## config.mk

```make
export PLATFORM = sky130hd
export DESIGN_NAME = text_command_to_pwm_drive_unit
export DESIGN_NICKNAME = d
export VERILOG_FILES = /design/src/tcpd_pkg.sv /design/src/tcpd_clamp.sv /design/src/text_command_to_pwm_drive_unit.sv
export SDC_FILE = /design/constraint.sdc
export NUM_CORES = 1
export LEC_CHECK = 0
export BUFFER_PORTS_ARGS = -buffer_cell sky130_fd_sc_hd__clkbuf_2
export CAP_MARGIN = 20
export CELL_PAD_IN_SITES_DETAIL_PLACEMENT = 1
export CELL_PAD_IN_SITES_GLOBAL_PLACEMENT = 2
export CORE_MARGIN = 10
export CORE_UTILIZATION = 30
export CTS_CLUSTER_DIAMETER = 60
export DETAILED_ROUTE_END_ITERATION = 8
export HOLD_SLACK_MARGIN = 0.05
export PLACE_DENSITY_LB_ADDON = 0.1
export REMOVE_ABC_BUFFERS = 1
export SKIP_CTS_REPAIR_TIMING = 1
export SYNTH_ARGS = -nofsm -noshare
export SYNTH_HDL_FRONTEND = slang
export SYNTH_SLANG_ARGS = --single-unit
```

## constraint.sdc

```tcl
create_clock -name clk -period 9.2 [get_ports clk]
set_input_delay 1.84 -clock clk [delete_from_list [all_inputs] [get_ports clk]]
set_output_delay 1.84 -clock clk [all_outputs]
set_load 0.03 [all_outputs]
```

## src/tcpd_pkg.sv

```systemverilog
package tcpd_pkg;

    // token parser phases
    typedef enum logic [2:0] {
        PH_START  = 3'd0,
        PH_LETTER = 3'd1,
        PH_SPACE  = 3'd2,
        PH_SIGN   = 3'd3,
        PH_DIGITS = 3'd4,
        PH_DONE   = 3'd5,
        PH_JUNK   = 3'd6
    } phase_t;

    // value a token writes
    typedef enum logic [1:0] {
        TGT_NONE = 2'd0,
        TGT_S    = 2'd1,
        TGT_T    = 2'd2,
        TGT_M    = 2'd3
    } target_t;

    // configuration register indexes
    localparam logic [1:0] REG_SERVO_MIN   = 2'd0;
    localparam logic [1:0] REG_SERVO_MAX   = 2'd1;
    localparam logic [1:0] REG_MOTOR_LIMIT = 2'd2;

    // characters of the command syntax
    localparam logic [7:0] CH_NUL   = 8'h00;
    localparam logic [7:0] CH_HT    = 8'h09;
    localparam logic [7:0] CH_LF    = 8'h0A;
    localparam logic [7:0] CH_CR    = 8'h0D;
    localparam logic [7:0] CH_SPC   = 8'h20;
    localparam logic [7:0] CH_PLUS  = 8'h2B;
    localparam logic [7:0] CH_COMMA = 8'h2C;
    localparam logic [7:0] CH_MINUS = 8'h2D;
    localparam logic [7:0] CH_ZERO  = 8'h30;
    localparam logic [7:0] CH_NINE  = 8'h39;
    localparam logic [7:0] CH_COLON = 8'h3A;
    localparam logic [7:0] CH_M     = 8'h4D;
    localparam logic [7:0] CH_S     = 8'h53;
    localparam logic [7:0] CH_T     = 8'h54;

    // reset values
    localparam logic [15:0] SERVO_MIN_RST   = 16'd1000;
    localparam logic [15:0] SERVO_MAX_RST   = 16'd2000;
    localparam logic [14:0] MOTOR_LIMIT_RST = 15'd1000;
    localparam logic [15:0] SERVO_CENTRE    = 16'd1500;

    // limits handed to the clamp logic
    typedef struct packed {
        logic [15:0] servo_min;
        logic [15:0] servo_max;
        logic [14:0] motor_limit;
    } cfg_t;

endpackage

```

## src/tcpd_clamp.sv

```systemverilog
module tcpd_clamp (
    input  tcpd_pkg::cfg_t cfg,
    input  logic [15:0]    steer_raw,
    input  logic [15:0]    sensor_raw,
    input  logic [15:0]    motor_raw,
    output logic [15:0]    steer_clamped,
    output logic [15:0]    sensor_clamped,
    output logic [15:0]    motor_clamped
);
    import tcpd_pkg::*;

    logic [15:0] steer_lo;
    logic [15:0] sensor_lo;
    logic signed [15:0] lim_pos;
    logic signed [15:0] lim_neg;
    logic signed [15:0] motor_s;

    // servo clamp: raise to min first, then cap at max
    always_comb
    begin
        steer_lo       = (steer_raw < cfg.servo_min) ? cfg.servo_min : steer_raw;
        steer_clamped  = (steer_lo > cfg.servo_max) ? cfg.servo_max : steer_lo;
        sensor_lo      = (sensor_raw < cfg.servo_min) ? cfg.servo_min : sensor_raw;
        sensor_clamped = (sensor_lo > cfg.servo_max) ? cfg.servo_max : sensor_lo;
    end

    // signed motor clamp to plus or minus the limit
    always_comb
    begin
        lim_pos = $signed({1'b0, cfg.motor_limit});
        lim_neg = -lim_pos;
        motor_s = $signed(motor_raw);
        if (motor_s > lim_pos)
        begin
            motor_clamped = lim_pos;
        end
        else if (motor_s < lim_neg)
        begin
            motor_clamped = lim_neg;
        end
        else
        begin
            motor_clamped = motor_raw;
        end
    end

endmodule

```

## src/text_command_to_pwm_drive_unit.sv

```systemverilog
// Text command receiver for two servos and a DC motor. Bytes of lines such as
// "S:1500,T:1400,M:-300" followed by a newline enter on the s_ stream one per
// transfer; each newline gives one m_ transfer carrying the clamped steering,
// sensor servo and motor drive values and a mask of what the line set. The
// block takes one byte every cycle when not stalled: a byte sits in an input
// register while the parser and clamp logic update the line state, and a
// newline's result goes from there into the output register. Only a newline
// that meets a full output register waits, holding s_tready low until the
// pending result is taken. Limits must be written on the cfg_ channel only
// while the block is idle; the block itself does not enforce this.
module text_command_to_pwm_drive_unit #(
    parameter int LINE_BYTES = 64
) (
    input  logic        clk,
    input  logic        rst_n,
    // fields: rx_byte[7:0]
    input  logic        s_tvalid,
    output logic        s_tready,
    input  logic [7:0]  s_tdata,
    // fields: steering_compare[15:0], sensor_servo_compare[31:16],
    // motor_compare[46:32], motor_forward[47], motor_reverse[48],
    // updated_mask[51:49], zero fill[55:52]
    output logic        m_tvalid,
    input  logic        m_tready,
    output logic [55:0] m_tdata,
    input  logic        cfg_valid,
    output logic        cfg_ready,
    input  logic [1:0]  cfg_index,
    input  logic [15:0] cfg_data
);
    import tcpd_pkg::*;

    localparam int POS_W = (LINE_BYTES > 1) ? $clog2(LINE_BYTES) : 1;
    localparam logic [POS_W-1:0] POS_LAST = POS_W'(LINE_BYTES - 1);

    cfg_t cfg_reg;

    logic       in_valid_reg;
    logic [7:0] in_byte_reg;

    logic [POS_W-1:0] pos_reg, pos_next;
    phase_t      phase_reg, phase_next;
    target_t     target_reg, target_next;
    logic        neg_reg, neg_next;
    logic [15:0] acc_reg, acc_next;
    logic [15:0] pend_reg [3];
    logic [15:0] pend_next [3];
    logic [2:0]  pend_valid_reg, pend_valid_next;
    logic        ended_reg, ended_next;
    logic [15:0] steer_reg, steer_next;
    logic [15:0] sensor_reg, sensor_next;
    logic [15:0] motor_reg, motor_next;

    logic        m_valid_reg, m_valid_next;
    logic [55:0] m_data_reg, m_data_next;

    logic        is_nl;
    logic        go;
    logic        fin_en;
    logic        fin_take;
    logic [15:0] fin_value;
    logic [15:0] pend_f [3];
    logic [2:0]  pend_valid_f;
    logic [15:0] steer_cl, sensor_cl, motor_cl;
    logic        is_digit;
    logic        is_ws;
    logic [15:0] digit_val;
    logic [14:0] motor_mag;

    // handshakes
    assign is_nl     = (in_byte_reg == CH_LF);
    assign go        = in_valid_reg && (!is_nl || !m_valid_reg || m_tready);
    assign s_tready  = !in_valid_reg || go;
    assign cfg_ready = 1'b1;
    assign m_tvalid  = m_valid_reg;
    assign m_tdata   = m_data_reg;

    // configuration registers
    always_ff @(posedge clk or negedge rst_n)
    begin
        if (!rst_n)
        begin
            cfg_reg.servo_min   <= SERVO_MIN_RST;
            cfg_reg.servo_max   <= SERVO_MAX_RST;
            cfg_reg.motor_limit <= MOTOR_LIMIT_RST;
        end
        else if (cfg_valid)
        begin
            unique case (cfg_index)
                REG_SERVO_MIN:   cfg_reg.servo_min   <= cfg_data;
                REG_SERVO_MAX:   cfg_reg.servo_max   <= cfg_data;
                REG_MOTOR_LIMIT: cfg_reg.motor_limit <= cfg_data[14:0];
                default:         ;
            endcase
        end
    end

    // input register
    always_ff @(posedge clk or negedge rst_n)
    begin
        if (!rst_n)
        begin
            in_valid_reg <= 1'b0;
        end
        else if (s_tready)
        begin
            in_valid_reg <= s_tvalid;
        end
    end

    always_ff @(posedge clk)
    begin
        if (s_tready && s_tvalid)
        begin
            in_byte_reg <= s_tdata;
        end
    end

    // token finish: signed value into the pending slot of its target
    always_comb
    begin
        fin_take  = fin_en && (phase_reg == PH_SPACE || phase_reg == PH_SIGN ||
                    phase_reg == PH_DIGITS || phase_reg == PH_DONE) &&
                    (target_reg != TGT_NONE);
        fin_value = neg_reg ? (16'd0 - acc_reg) : acc_reg;
        pend_f[0] = (fin_take && target_reg == TGT_S) ? fin_value : pend_reg[0];
        pend_f[1] = (fin_take && target_reg == TGT_T) ? fin_value : pend_reg[1];
        pend_f[2] = (fin_take && target_reg == TGT_M) ? fin_value : pend_reg[2];
        pend_valid_f[0] = pend_valid_reg[0] || (fin_take && target_reg == TGT_S);
        pend_valid_f[1] = pend_valid_reg[1] || (fin_take && target_reg == TGT_T);
        pend_valid_f[2] = pend_valid_reg[2] || (fin_take && target_reg == TGT_M);
    end

    tcpd_clamp u_clamp (
        .cfg            (cfg_reg),
        .steer_raw      (pend_f[0]),
        .sensor_raw     (pend_f[1]),
        .motor_raw      (pend_f[2]),
        .steer_clamped  (steer_cl),
        .sensor_clamped (sensor_cl),
        .motor_clamped  (motor_cl)
    );

    // character classes
    assign is_digit  = (in_byte_reg >= CH_ZERO) && (in_byte_reg <= CH_NINE);
    assign is_ws     = (in_byte_reg == CH_SPC) ||
                       ((in_byte_reg >= CH_HT) && (in_byte_reg <= CH_CR));
    assign digit_val = {8'd0, in_byte_reg - CH_ZERO};

    // line parser and commit
    always_comb
    begin
        pos_next        = pos_reg;
        phase_next      = phase_reg;
        target_next     = target_reg;
        neg_next        = neg_reg;
        acc_next        = acc_reg;
        pend_next[0]    = pend_reg[0];
        pend_next[1]    = pend_reg[1];
        pend_next[2]    = pend_reg[2];
        pend_valid_next = pend_valid_reg;
        ended_next      = ended_reg;
        steer_next      = steer_reg;
        sensor_next     = sensor_reg;
        motor_next      = motor_reg;
        fin_en          = 1'b0;
        if (is_nl)
        begin
            fin_en = !ended_reg;
        end
        else if (!ended_reg)
        begin
            fin_en = (in_byte_reg == CH_NUL) || (in_byte_reg == CH_COMMA);
        end

        if (go)
        begin
            if (is_nl)
            begin
                // commit the line, then clear it
                if (pend_valid_f[0])
                begin
                    steer_next = steer_cl;
                end
                if (pend_valid_f[1])
                begin
                    sensor_next = sensor_cl;
                end
                if (pend_valid_f[2])
                begin
                    motor_next = motor_cl;
                end
            end
            else
            begin
                if (fin_en)
                begin
                    pend_next[0]    = pend_f[0];
                    pend_next[1]    = pend_f[1];
                    pend_next[2]    = pend_f[2];
                    pend_valid_next = pend_valid_f;
                    phase_next      = PH_START;
                    target_next     = TGT_NONE;
                    neg_next        = 1'b0;
                    acc_next        = 16'd0;
                    ended_next      = (in_byte_reg == CH_NUL);
                end
                else if (!ended_reg)
                begin
                    unique case (phase_reg)
                        PH_START:
                        begin
                            phase_next = PH_LETTER;
                            if (in_byte_reg == CH_S)
                            begin
                                target_next = TGT_S;
                            end
                            else if (in_byte_reg == CH_T)
                            begin
                                target_next = TGT_T;
                            end
                            else if (in_byte_reg == CH_M)
                            begin
                                target_next = TGT_M;
                            end
                            else
                            begin
                                phase_next = PH_JUNK;
                            end
                        end
                        PH_LETTER:
                        begin
                            if (in_byte_reg == CH_COLON)
                            begin
                                phase_next = PH_SPACE;
                            end
                            else
                            begin
                                target_next = TGT_NONE;
                                phase_next  = PH_JUNK;
                            end
                        end
                        PH_SPACE:
                        begin
                            if (is_ws)
                            begin
                                phase_next = PH_SPACE;
                            end
                            else if (in_byte_reg == CH_PLUS || in_byte_reg == CH_MINUS)
                            begin
                                neg_next   = (in_byte_reg == CH_MINUS);
                                phase_next = PH_SIGN;
                            end
                            else if (is_digit)
                            begin
                                acc_next   = digit_val;
                                phase_next = PH_DIGITS;
                            end
                            else
                            begin
                                phase_next = PH_DONE;
                            end
                        end
                        PH_SIGN, PH_DIGITS:
                        begin
                            if (is_digit)
                            begin
                                // times ten as two shifts, modulo 2^16
                                acc_next   = (acc_reg << 3) + (acc_reg << 1) + digit_val;
                                phase_next = PH_DIGITS;
                            end
                            else
                            begin
                                phase_next = PH_DONE;
                            end
                        end
                        default:
                        begin
                            phase_next = phase_reg;
                        end
                    endcase
                end
                pos_next = pos_reg + 1'b1;
            end

            // newline or line overflow clears the line
            if (is_nl || pos_reg == POS_LAST)
            begin
                pos_next        = '0;
                phase_next      = PH_START;
                target_next     = TGT_NONE;
                neg_next        = 1'b0;
                acc_next        = 16'd0;
                pend_next[0]    = 16'd0;
                pend_next[1]    = 16'd0;
                pend_next[2]    = 16'd0;
                pend_valid_next = 3'd0;
                ended_next      = 1'b0;
            end
        end
    end

    // result word
    always_comb
    begin
        motor_mag   = motor_next[15] ? 15'(16'd0 - motor_next) : motor_next[14:0];
        m_data_next = {4'd0, pend_valid_f,
                       motor_next[15],
                       (!motor_next[15] && motor_next != 16'd0),
                       motor_mag, sensor_next, steer_next};
        if (go && is_nl)
        begin
            m_valid_next = 1'b1;
        end
        else if (m_tready)
        begin
            m_valid_next = 1'b0;
        end
        else
        begin
            m_valid_next = m_valid_reg;
        end
    end

    // state registers
    always_ff @(posedge clk or negedge rst_n)
    begin
        if (!rst_n)
        begin
            pos_reg        <= '0;
            phase_reg      <= PH_START;
            target_reg     <= TGT_NONE;
            neg_reg        <= 1'b0;
            acc_reg        <= 16'd0;
            pend_reg[0]    <= 16'd0;
            pend_reg[1]    <= 16'd0;
            pend_reg[2]    <= 16'd0;
            pend_valid_reg <= 3'd0;
            ended_reg      <= 1'b0;
            steer_reg      <= SERVO_CENTRE;
            sensor_reg     <= SERVO_CENTRE;
            motor_reg      <= 16'd0;
            m_valid_reg    <= 1'b0;
        end
        else
        begin
            pos_reg        <= pos_next;
            phase_reg      <= phase_next;
            target_reg     <= target_next;
            neg_reg        <= neg_next;
            acc_reg        <= acc_next;
            pend_reg[0]    <= pend_next[0];
            pend_reg[1]    <= pend_next[1];
            pend_reg[2]    <= pend_next[2];
            pend_valid_reg <= pend_valid_next;
            ended_reg      <= ended_next;
            steer_reg      <= steer_next;
            sensor_reg     <= sensor_next;
            motor_reg      <= motor_next;
            m_valid_reg    <= m_valid_next;
        end
    end

    // output payload
    always_ff @(posedge clk)
    begin
        if (go && is_nl)
        begin
            m_data_reg <= m_data_next;
        end
    end

    // checks
    a_pos_range: assert property (@(posedge clk) disable iff (!rst_n)
        pos_reg <= POS_LAST)
        else $error("line position beyond line length");

    a_dir_pins: assert property (@(posedge clk) disable iff (!rst_n)
        m_tvalid |-> !(m_tdata[47] && m_tdata[48]))
        else $error("both motor direction pins set");

    a_nl_stall: assert property (@(posedge clk) disable iff (!rst_n)
        (in_valid_reg && is_nl && m_valid_reg && !m_tready) |-> !s_tready)
        else $error("input taken while newline result blocked");

    a_ended_hold: assert property (@(posedge clk) disable iff (!rst_n)
        (ended_reg && go && !is_nl && pos_reg != POS_LAST) |=> $stable(pend_valid_reg))
        else $error("pending values changed after zero byte");

endmodule

```

==> results of run 1 <==
## power by group through the flow
stage	clock network, mW	logic (mW)	registers (mW)
after floorplan	0	0.900	1.29
after global placement	0	1.25	1.33
after detailed placement	0	1.27	1.34
after CTS	1.52	1.28	1.32
after global routing	1.56	1.44	1.34
final	1.46	1.26	1.32
## synthesized netlist by cell type, drive strengths merged, types with 17 or more instances
cell type	instances	area, sq um
a21o	32	240.2
nor2	71	269.0
o31ai	23	172.7
o21ai	133	676.9
mux2	66	743.2
xor2	23	201.4
edfxtp	60	1802
inv	101	379.1
xnor2	32	287.8
a21oi	70	354.1
o21a	22	165.2
dfstp	32	840.8
a22o	39	341.6
ha	123	1539
mux2i	54	553.0
nand2	144	540.5
nand4	17	106.4
a31oi	17	127.6
clkbuf	45	168.9
dfrtp	145	3628
buf	23	141.4
## worst max path at each step
stage,cells past startpoint,to,from
floorplan,28,m_tdata[0]$_DFFE_PP_,in_byte_reg[4]$_DFFE_PP_
global placement,27,m_tdata[25]$_DFFE_PP_,in_byte_reg[4]$_DFFE_PP_
detailed placement,27,m_tdata[25]$_DFFE_PP_,in_byte_reg[4]$_DFFE_PP_
CTS,27,m_tdata[25]$_DFFE_PP_,in_byte_reg[4]$_DFFE_PP_
global route,27,m_tdata[31]$_DFFE_PP_,in_byte_reg[4]$_DFFE_PP_
finish,27,m_tdata[25]$_DFFE_PP_,in_byte_reg[4]$_DFFE_PP_
## logic make-up after synthesis
group                    after synthesis  synth area share [%]
AO/OA/AOI/OAI                        393                 17.74
AND/OR/NAND/NOR                      331                 10.80
flip-flops                           237                 43.04
buffers and inverters                169                 4.731
adder cells (fa/ha/maj)              129                 11.39
multiplexers                         120                 8.896
XOR/XNOR                              55                 3.357
other                                  2               0.05154
## stage by stage
| step | utilization (%) | power, mW | setup WS, ps | instance area, sq um |
|---|---|---|---|---|
| floorplan | - | 2.191 | 880.4 | 14270 |
| global placement | 32.89 | 2.586 | 1230 | 15740 |
| detailed placement | 32.91 | 2.605 | 1009 | 15750 |
| CTS | 35.54 | 4.115 | 983.4 | 17010 |
| global route | 35.60 | 4.336 | 339.4 | 17030 |
| finish | 35.60 | 4.040 | 1023 | 17030 |
## layer usage
metal  routed length [microns]  share of wire, %  vias to the layer above
li1                          -                 -                     5351
met2                     19980                46                      125
met4                       817               1.9                        0
met3                      1541               3.6                       50
met1                     21070                49                     5396
met5                         0                 0                        -
## layout by cell type, fill, tap and decap left out, types with 9 or more instances in the layout
cell         n
clkbuf_16   38
nor3_1      15
dfrtp_1    145
nor2_1      69
nand3_1     13
o21a_1      22
dfstp_2     32
a31oi_1     15
a22o_1      39
nand2_1    144
clkbuf_1     9
a21o_1      32
inv_1      101
edfxtp_1    60
xnor2_1     31
nand4_1     17
a21oi_1     68
ha_1       123
mux2_2      66
mux2i_1     53
or3_1       10
xor2_1      23
buf_4       28
o21ai_0    123
nor2b_1     12
o31ai_1     22
clkbuf_2    83
## area by class of cell
cell class	count	area (sq um)
clock buffers	52	1054
fillers	5365	30810
repair buffers	114	678.2
inverters	101	379.1
multi-input cells	1033	7676
flip-flops and latches	237	6271
clock inverters	10	205.2
well taps	615	769.5
## critical path, cell delays in order (launching register included)
cell      delay (ps)
edfxtp_1         440
inv_1            190
ha_1             200
nor3b_2          380
nand3_1          350
a2111o_1         920
o21ai_0          530
ha_1             330
a21o_1           180
a21o_1           160
a21oi_1          210
o21ai_0          180
a31oi_2          510
buf_4            300
mux2_2           370
ha_1             300
a21o_1           180
a21o_1           160
a21oi_1          140
nor2b_1           60
o21ai_0          160
nand2b_1         140
o21ai_0          180
a21oi_1           90
o31ai_4          550
buf_4            310
mux2i_1          200
o21ai_0          120
==> flow_metrics.py, run 1 <==
metrics = {
    "global_route": {
        "antenna_found_initial": 0,
        "grt_util_met2_pct": 24.76,
        "use_met3_pct": 2.794,
        "grt_pass1_wl_mm": 69.48,
        "first_global_vias": 11790,
        "grt_use_met1_pct": 20.86,
        "overflow": 0,
        "grt_usage_pct": 15.35,
        "grt_start_max_net_pins": 68,
        "top_usage_layer": "met2",
    },
    "floorplan": {
        "rows": 80,
        "core_area_sq_mm": 0.04785,
        "chipWidth_microns": 240.4,
        "pin_count": 90,
        "die-area_sq_mm": 0.05779,
        "start_util_pct": 30.46,
        "die_y_microns": 240.4,
    },
    "run_status": {
        "outcome": "complete, no violations",
    },
    "timing": {
        "tightest_slew_ps": 1056,
        "slew_headroom_pct": 29.40,
        "fin_setup_tns_ps": 0,
        "clock_skew_ps": 12.47,
        "drv_slew": 0,
        "period_minus_slack_ps": 8177,
        "finalHoldViolCount": 0,
        "grt_setup_unrepaired": "false",
        "fmax_mhz": 122.3,
        "fin_crit_sh_pct": 88.88,
        "hold_slack_ps": 474.8,
        "setup_viol": 0,
    },
    "synthesis": {
        "netlist_instances": 1436,
        "synth_edf_count": 60,
        "ys_ff_latch": 237,
        "async_flop_share_pct": 74.68,
        "synthDistinctLibCells": 77,
        "yosysSeqAreaShare_pct": 43.04,
        "syn_area_sq_mm": 0.01457,
        "synthFlopType": "dfrtp_1",
        "syn_area_per_cell_sq_um": 10.15,
        "yosysWarnings": 0,
    },
    "finish": {
        "num_antenna_cells": 0,
        "largest_reg_flops": 52,
        "layout-drive-gt1-share_pct": 19.33,
        "fin_nets": 1681,
        "layoutNonFillerInstCount": 2162,
        "areaGrowthSynthToFinish_pct": 16.89,
    },
    "setup_path": {
        "reg2reg_to": "m_tdata[25]$_DFFE_PP_",
        "worst-r2r-setup-slack_ps": 1020,
        "r2r_start": "in_byte_reg[4]$_DFFE_PP_",
        "critPathMaxFanout": 34,
        "arrival_ps": 8410,
        "cp-end-kind": "flip-flop",
        "required_ps": 9430,
        "critPathLaunchType": "flip-flop",
        "crit_type": "reg -> reg",
        "r2r_cells": 27,
    },
    "power_and_ir_drop": {
        "p_per_area_mw_per_mm2": 237.2,
        "power.switching_mw": 1.371,
        "power_frac_comb_pct": 31.2,
        "p_seq_share_pct": 32.6,
        "internal-power_mw": 2.669,
        "max-vdd-ir-drop_mv": 0.1173,
        "p_clk_share_pct": 36.2,
        "switching_share_pct": 33.93,
        "p_leak_nw": 7.889,
    },
    "hold_path": {
        "whs_path_depth": 2,
        "holdCritStartpoint": "pend_reg[12]$_DFFE_PN0P_",
        "hold_path.class": "reg -> reg",
        "min_to": "pend_reg[12]$_DFFE_PN0P_",
    },
    "clocking": {
        "numClockSinks": 237,
        "cts_tree": "done",
        "insertion_delay_ps": 540,
        "clockBufferDepth": 3,
        "htree_levels": 2,
        "clockRootBuffer": "clkbuf_16",
        "numCtsBuffers": 34,
        "clk_pin_slew_ps": 60,
    },
    "routing": {
        "drt_first_pass_iters": 4,
        "viasPerCell": 5.052,
        "vias": 10920,
        "wl_per_cell_microns": 20.08,
        "drt-initial-drc-count": 570,
        "drc_errors": 0,
        "ant_nets": 0,
        "wirelength_mm": 43.40,
    },
    "placement": {
        "io_buffers": 84,
        "gp_congestion": 0.7991,
        "dp.cells": 2099,
        "dp_hpwl_mm": 33.06,
    },
    "flow_run": {
        "maxCapViolCount": 0,
    },
}
(Power assumes the default switching activity.)
==> run 2: changes to the inputs <==
Settings changed: CORE_UTILIZATION 30 to 40.
==> flow_metrics.py, run 2 (synthesized netlist as in run 1, its figures left out) <==
metrics = {
    "timing": {
        "clock_skew_ps": 15.93,
        "finalHoldViolCount": 0,
        "drv_slew": 0,
        "slew_headroom_pct": 28.16,
        "finalWorstSetupSlack_ps": 1673,
        "fin_setup_tns_ps": 0,
        "fmax_mhz": 132.9,
        "grt_setup_unrepaired": "false",
        "hold_slack_ps": 482.0,
        "tightest_slew_ps": 1070,
        "period_minus_slack_ps": 7527,
        "fin_crit_sh_pct": 81.82,
        "setup_viol": 0,
    },
    "floorplan": {
        "die_y_microns": 210.9,
        "chipWidth_microns": 210.9,
        "die-area_sq_mm": 0.04446,
        "rows": 69,
        "core_area_sq_mm": 0.03574,
        "pin_count": 90,
        "start_util_pct": 40.77,
    },
    "setup_path": {
        "crit_type": "reg -> reg",
        "worst-r2r-setup-slack_ps": 1670,
        "worst_path_largest_cell_delay_ps": 720,
        "reg2reg_to": "m_tdata[3]$_DFFE_PP_",
        "r2r_cells": 31,
        "critPathMaxFanout": 16,
        "cp_slowest_cell": "a211oi_4",
        "critPathLaunchType": "flip-flop",
        "cpMostUsedCell": "o21a_1",
        "r2r_start": "in_byte_reg[4]$_DFFE_PP_",
        "arrival_ps": 7780,
        "required_ps": 9450,
        "cp-end-kind": "flip-flop",
    },
    "clocking": {
        "clockRootBuffer": "clkbuf_16",
        "numClockSinks": 237,
        "cts_tree": "done",
        "insertion_delay_ps": 570,
        "htree_levels": 1,
        "clockBufferDepth": 3,
        "clk_pin_slew_ps": 60,
        "numCtsBuffers": 30,
    },
    "run_status": {
        "outcome": "complete, no violations",
    },
    "placement": {
        "dp_hpwl_mm": 31.77,
        "gp_congestion": 0.8544,
        "io_buffers": 84,
        "dp_slack_ps": 1722,
    },
    "finish": {
        "register_area_sq_mm": 0.006271,
        "areaGrowthSynthToFinish_pct": 13.68,
        "num_antenna_cells": 0,
        "layout-drive-gt1-share_pct": 19.09,
        "fin_util_pct": 46.35,
        "final_cell_mix": "dfrtp_1, nand2_1, o21ai_0, ha_1, inv_1",
        "multi_input_area_sq_mm": 0.007676,
        "final_common_cell": "dfrtp_1",
        "final.fill_count": 4012,
        "fin_nets": 1671,
        "largest_reg_flops": 52,
    },
    "hold_path": {
        "hold_path.class": "reg -> reg",
        "min_to": "pend_reg[11]$_DFFE_PN0P_",
        "whs_path_depth": 2,
        "holdCritStartpoint": "pend_reg[11]$_DFFE_PN0P_",
    },
    "power_and_ir_drop": {
        "max-vdd-ir-drop_mv": 0.1337,
        "p_per_area_mw_per_mm2": 230.1,
        "p_leak_nw": 7.763,
    },
    "routing": {
        "drc_errors": 0,
        "vias": 11030,
        "viasPerCell": 5.526,
        "drt-initial-drc-count": 621,
        "wirelength_mm": 41.82,
        "ant_nets": 0,
        "wl_per_cell_microns": 20.95,
        "drt_first_pass_iters": 5,
    },
    "flow_run": {
        "maxCapViolCount": 0,
    },
    "global_route": {
        "first_global_vias": 11830,
        "grt_usage_pct": 18.98,
        "grt_start_max_net_pins": 92,
        "antenna_found_initial": 3,
        "grt_pass1_wl_mm": 67.67,
        "overflow": 0,
    },
}
==> run 2: cell types whose count changed in the layout (fill, tap and decap cells not counted), moves of 3 or more <==
cell and delta:
clkbuf_1 -7, bufinv_16 -3, buf_4 -5, clkbuf_16 -6
clkinv_4 +5, clkinv_2 +4, clkbuf_8 -4
==> run 2: routing by layer <==
| layer | up-vias | share of wire, % | GRT usage, % |
|---|---|---|---|
| li1 | 5321 | - | - |
| met3 | 41 | 3.1 | 2.819 |
| met4 | 0 | 1.6 | 3.497 |
| met1 | 5512 | 47 | 25.52 |
| met2 | 156 | 48 | 31.97 |
| met5 | - | 0 | 0 |
==> run 2: worst max-delay path by stage <==
| stage | startpoint | endpoint | slack (ps) | cells past startpoint |
|---|---|---|---|---|
| 2_1_floorplan | in_byte_reg[4]$_DFFE_PP_ | m_tdata[0]$_DFFE_PP_ | 880 | 28 |
| 3_3_place_gp | in_byte_reg[4]$_DFFE_PP_ | m_tdata[16]$_DFFE_PP_ | 1960 | 26 |
| 3_5_place_dp | in_byte_reg[4]$_DFFE_PP_ | m_tdata[18]$_DFFE_PP_ | 1720 | 26 |
| 4_1_cts | in_byte_reg[4]$_DFFE_PP_ | m_tdata[16]$_DFFE_PP_ | 1680 | 26 |
| 5_1_grt | in_byte_reg[4]$_DFFE_PP_ | m_tdata[3]$_DFFE_PP_ | 1130 | 31 |
| 6_report | in_byte_reg[4]$_DFFE_PP_ | m_tdata[3]$_DFFE_PP_ | 1670 | 31 |
==> run 2: final cells by class <==
type	instances	area share, %
multi-input cells	1033	46.34
flip-flops and latches	237	37.86
clock buffers	36	5.046
repair buffers	108	3.739
well taps	461	3.482
inverters	101	2.289
clock inverters	20	1.246
==> run 2: report_power, final <==
| group | switching, mW | total, mW | internal (mW) | leakage [nW] |
|---|---|---|---|---|
| Combinational | 0.745 | 1.27 | 0.525 | 4.36 |
| Sequential | 0.120 | 1.32 | 1.20 | 2.89 |
| Clock | 0.489 | 1.22 | 0.736 | 0.513 |
==> run 2: metrics by stage <==
stage               power [mW]  instance area, sq um  cells
global route             4.084                 16560   1996
finish                   3.811                 16560   1996
global placement         2.572                 15520   1940
floorplan                2.191                 14270   1371
CTS                      3.857                 16560   1996
detailed placement       2.605                 15520   1940
==> run 2: critical path, delay by kind of cell (launching register included) <==
family / cells / cell delay, ps
buffers and inverters: 3 / 660
multiplexers: 2 / 610
flip-flops: 1 / 430
adder cells (fa/ha/maj): 3 / 810
AO/OA/AOI/OAI: 18 / 3650
AND/OR/NAND/NOR: 5 / 1020
==> run 3: changes to the inputs <==
Settings changed: CORE_UTILIZATION 40 to 37.
Clock period 9.2 ns to 6.8 ns, I/O delays scaled along.
==> flow_metrics.py, run 3 (synthesized netlist as in run 1, its figures left out) <==
metrics = {
    "run_status": {
        "outcome": "complete, no violations",
    },
    "finish": {
        "areaGrowthSynthToFinish_pct": 18.29,
        "largest_reg_flops": 52,
        "final.fill_count": 4337,
        "final_cell_mix": "dfrtp_1, nand2_1, ha_1",
        "fin_nets": 1731,
        "final_common_cell": "dfrtp_1",
        "layout-drive-gt1-share_pct": 22.88,
        "layoutNonFillerInstCount": 2113,
        "num_antenna_cells": 0,
    },
    "timing": {
        "fmax_mhz": 152.8,
        "drv_slew": 0,
        "clock_skew_ps": 19.01,
        "fin_crit_sh_pct": 96.26,
        "slew_headroom_pct": 27.39,
        "setup_viol": 0,
        "period_minus_slack_ps": 6546,
        "finalHoldViolCount": 0,
        "fin_setup_tns_ps": 0,
        "tightest_slew_ps": 1086,
    },
    "setup_path": {
        "cp_slowest_cell": "a2111o_1",
        "crit_family": "compound AO/OA/AOI/OAI gates",
        "r2r_start": "in_byte_reg[4]$_DFFE_PP_",
        "critPathLaunch": "in_byte_reg[4]$_DFFE_PP_",
        "worst-path-buf-inv": 4,
        "required_ps": 7080,
        "worst_path_largest_cell_delay_ps": 610,
        "critPathLaunchType": "flip-flop",
        "arrival_ps": 6820,
        "critPathMaxFanout": 8,
        "crit_type": "reg -> reg",
        "cpMostUsedCell": "o21a_1",
        "cp-end-kind": "flip-flop",
    },
    "power_and_ir_drop": {
        "max-vdd-ir-drop_mv": 0.2308,
        "p_leak_nw": 8.071,
        "p_per_area_mw_per_mm2": 303.8,
    },
    "clocking": {
        "cts_tree": "done",
        "clk_pin_slew_ps": 60,
        "insertion_delay_ps": 590,
        "numCtsBuffers": 31,
        "htree_levels": 1,
        "clockRootBuffer": "clkbuf_16",
        "clockBufferDepth": 3,
        "numClockSinks": 237,
    },
    "global_route": {
        "grt_pass1_wl_mm": 69.14,
        "grt_start_max_net_pins": 67,
        "first_global_vias": 11970,
        "grt_usage_pct": 18.12,
        "overflow": 0,
        "antenna_found_initial": 1,
    },
    "placement": {
        "gp_congestion": 0.7962,
        "io_buffers": 84,
        "dp_hpwl_mm": 33.54,
        "dp.cells": 2045,
    },
    "floorplan": {
        "start_util_pct": 37.53,
        "die_y_microns": 218.5,
        "pin_count": 90,
        "die-area_sq_mm": 0.04772,
        "core_area_sq_mm": 0.03883,
        "rows": 72,
        "chipWidth_microns": 218.5,
    },
    "flow_run": {
        "maxCapViolCount": 0,
    },
    "routing": {
        "wl_per_cell_microns": 20.71,
        "drc_errors": 0,
        "vias": 11180,
        "viasPerCell": 5.290,
        "wirelength_mm": 43.77,
        "drt-initial-drc-count": 493,
        "ant_nets": 0,
        "drt_first_pass_iters": 5,
    },
    "hold_path": {
        "holdCritStartpoint": "sensor_reg[4]$_DFF_PN1_",
        "hold_path.class": "reg -> reg",
    },
}
run 3: cell count changes in the layout (fill, tap and decap cells not counted), sizes merged:
cell / before / now
clkinv: 12 / 8
bufinv: 3 / 2
inv: 104 / 106
clkbuf: 119 / 127
buf: 25 / 81
clkinvlp: 2 / 1
run 3: layout make-up:
cell class / count / area [sq um] / area share (%)
Clock buffer: 41 / 864.6 / 5.016
Tap cell: 518 / 648.1 / 3.760
Multi-Input combinational cell: 1033 / 7764 / 45.04
Inverter: 101 / 379.1 / 2.199
Timing Repair Buffer: 167 / 1146 / 6.649
Sequential cell: 237 / 6271 / 36.38
Clock inverter: 16 / 163.9 / 0.9509
run 3: worst register-to-register path, cell delays in order (launching register included):
cell and delay, ps:
edfxtp_1 440, inv_2 110, ha_1 150, nor3b_4 210
nand4_1 190, a2111o_1 610, buf_6 190, nand2_1 70
o21ai_2 70, ha_1 320, a211o_1 270, or4_4 500
a31oi_4 200, buf_6 140, mux2_2 350, ha_1 290
nor2b_1 130, o21a_1 160, o21a_1 170, o21a_1 170
o21a_1 170, o21a_1 180, o21ai_2 180, a21oi_2 90
o31ai_4 330, buf_12 200, mux2i_2 250, o21ai_1 100
run 3: per-stage QoR:
step                total power, mW  hold slack (ps)  util (%)  setup slack (ps)  cell area, sq um
floorplan                     2.965            444.7         -             -1520             14270
global placement              3.533            459.1     41.16             182.9             15980
detailed placement            3.575            471.2     41.16            -36.94             15980
CTS                           5.263            484.4     43.81            -80.98             17010
global route                  5.598            502.2     44.39            -5.708             17240
finish                        5.237            476.0     44.39             254.0             17240
run 3: where the power goes:
group	internal [mW]	switching [mW]
registers	1.62	0.145
logic	0.764	1.06
clock network	0.976	0.675
total	3.36	1.88
run 3: per-layer routing:
layer	vias to the layer above	part of all wire, %	track usage [%]
li1	5444	-	-
met1	5556	48	24.36
met2	123	47	30.34
met3	54	2.6	2.334
met4	0	2.1	4.235
met5	-	0	0
run 3: final timing paths:
kind / slack (ps) / depth (start not counted) / to
setup / recovery: 250 / 27 / m_tdata[17]$_DFFE_PP_
hold / removal: 480 / 2 / sensor_reg[4]$_DFF_PN1_
setup reg to reg: 250 / 27 / m_tdata[17]$_DFFE_PP_
hold reg to reg: 480 / 2 / sensor_reg[4]$_DFF_PN1_
max in group asynchronous: 4720 / 2 / cfg_reg[31]$_DFFE_PN0P_
min in group asynchronous: 760 / 1 / motor_reg[9]$_DFF_PN0_
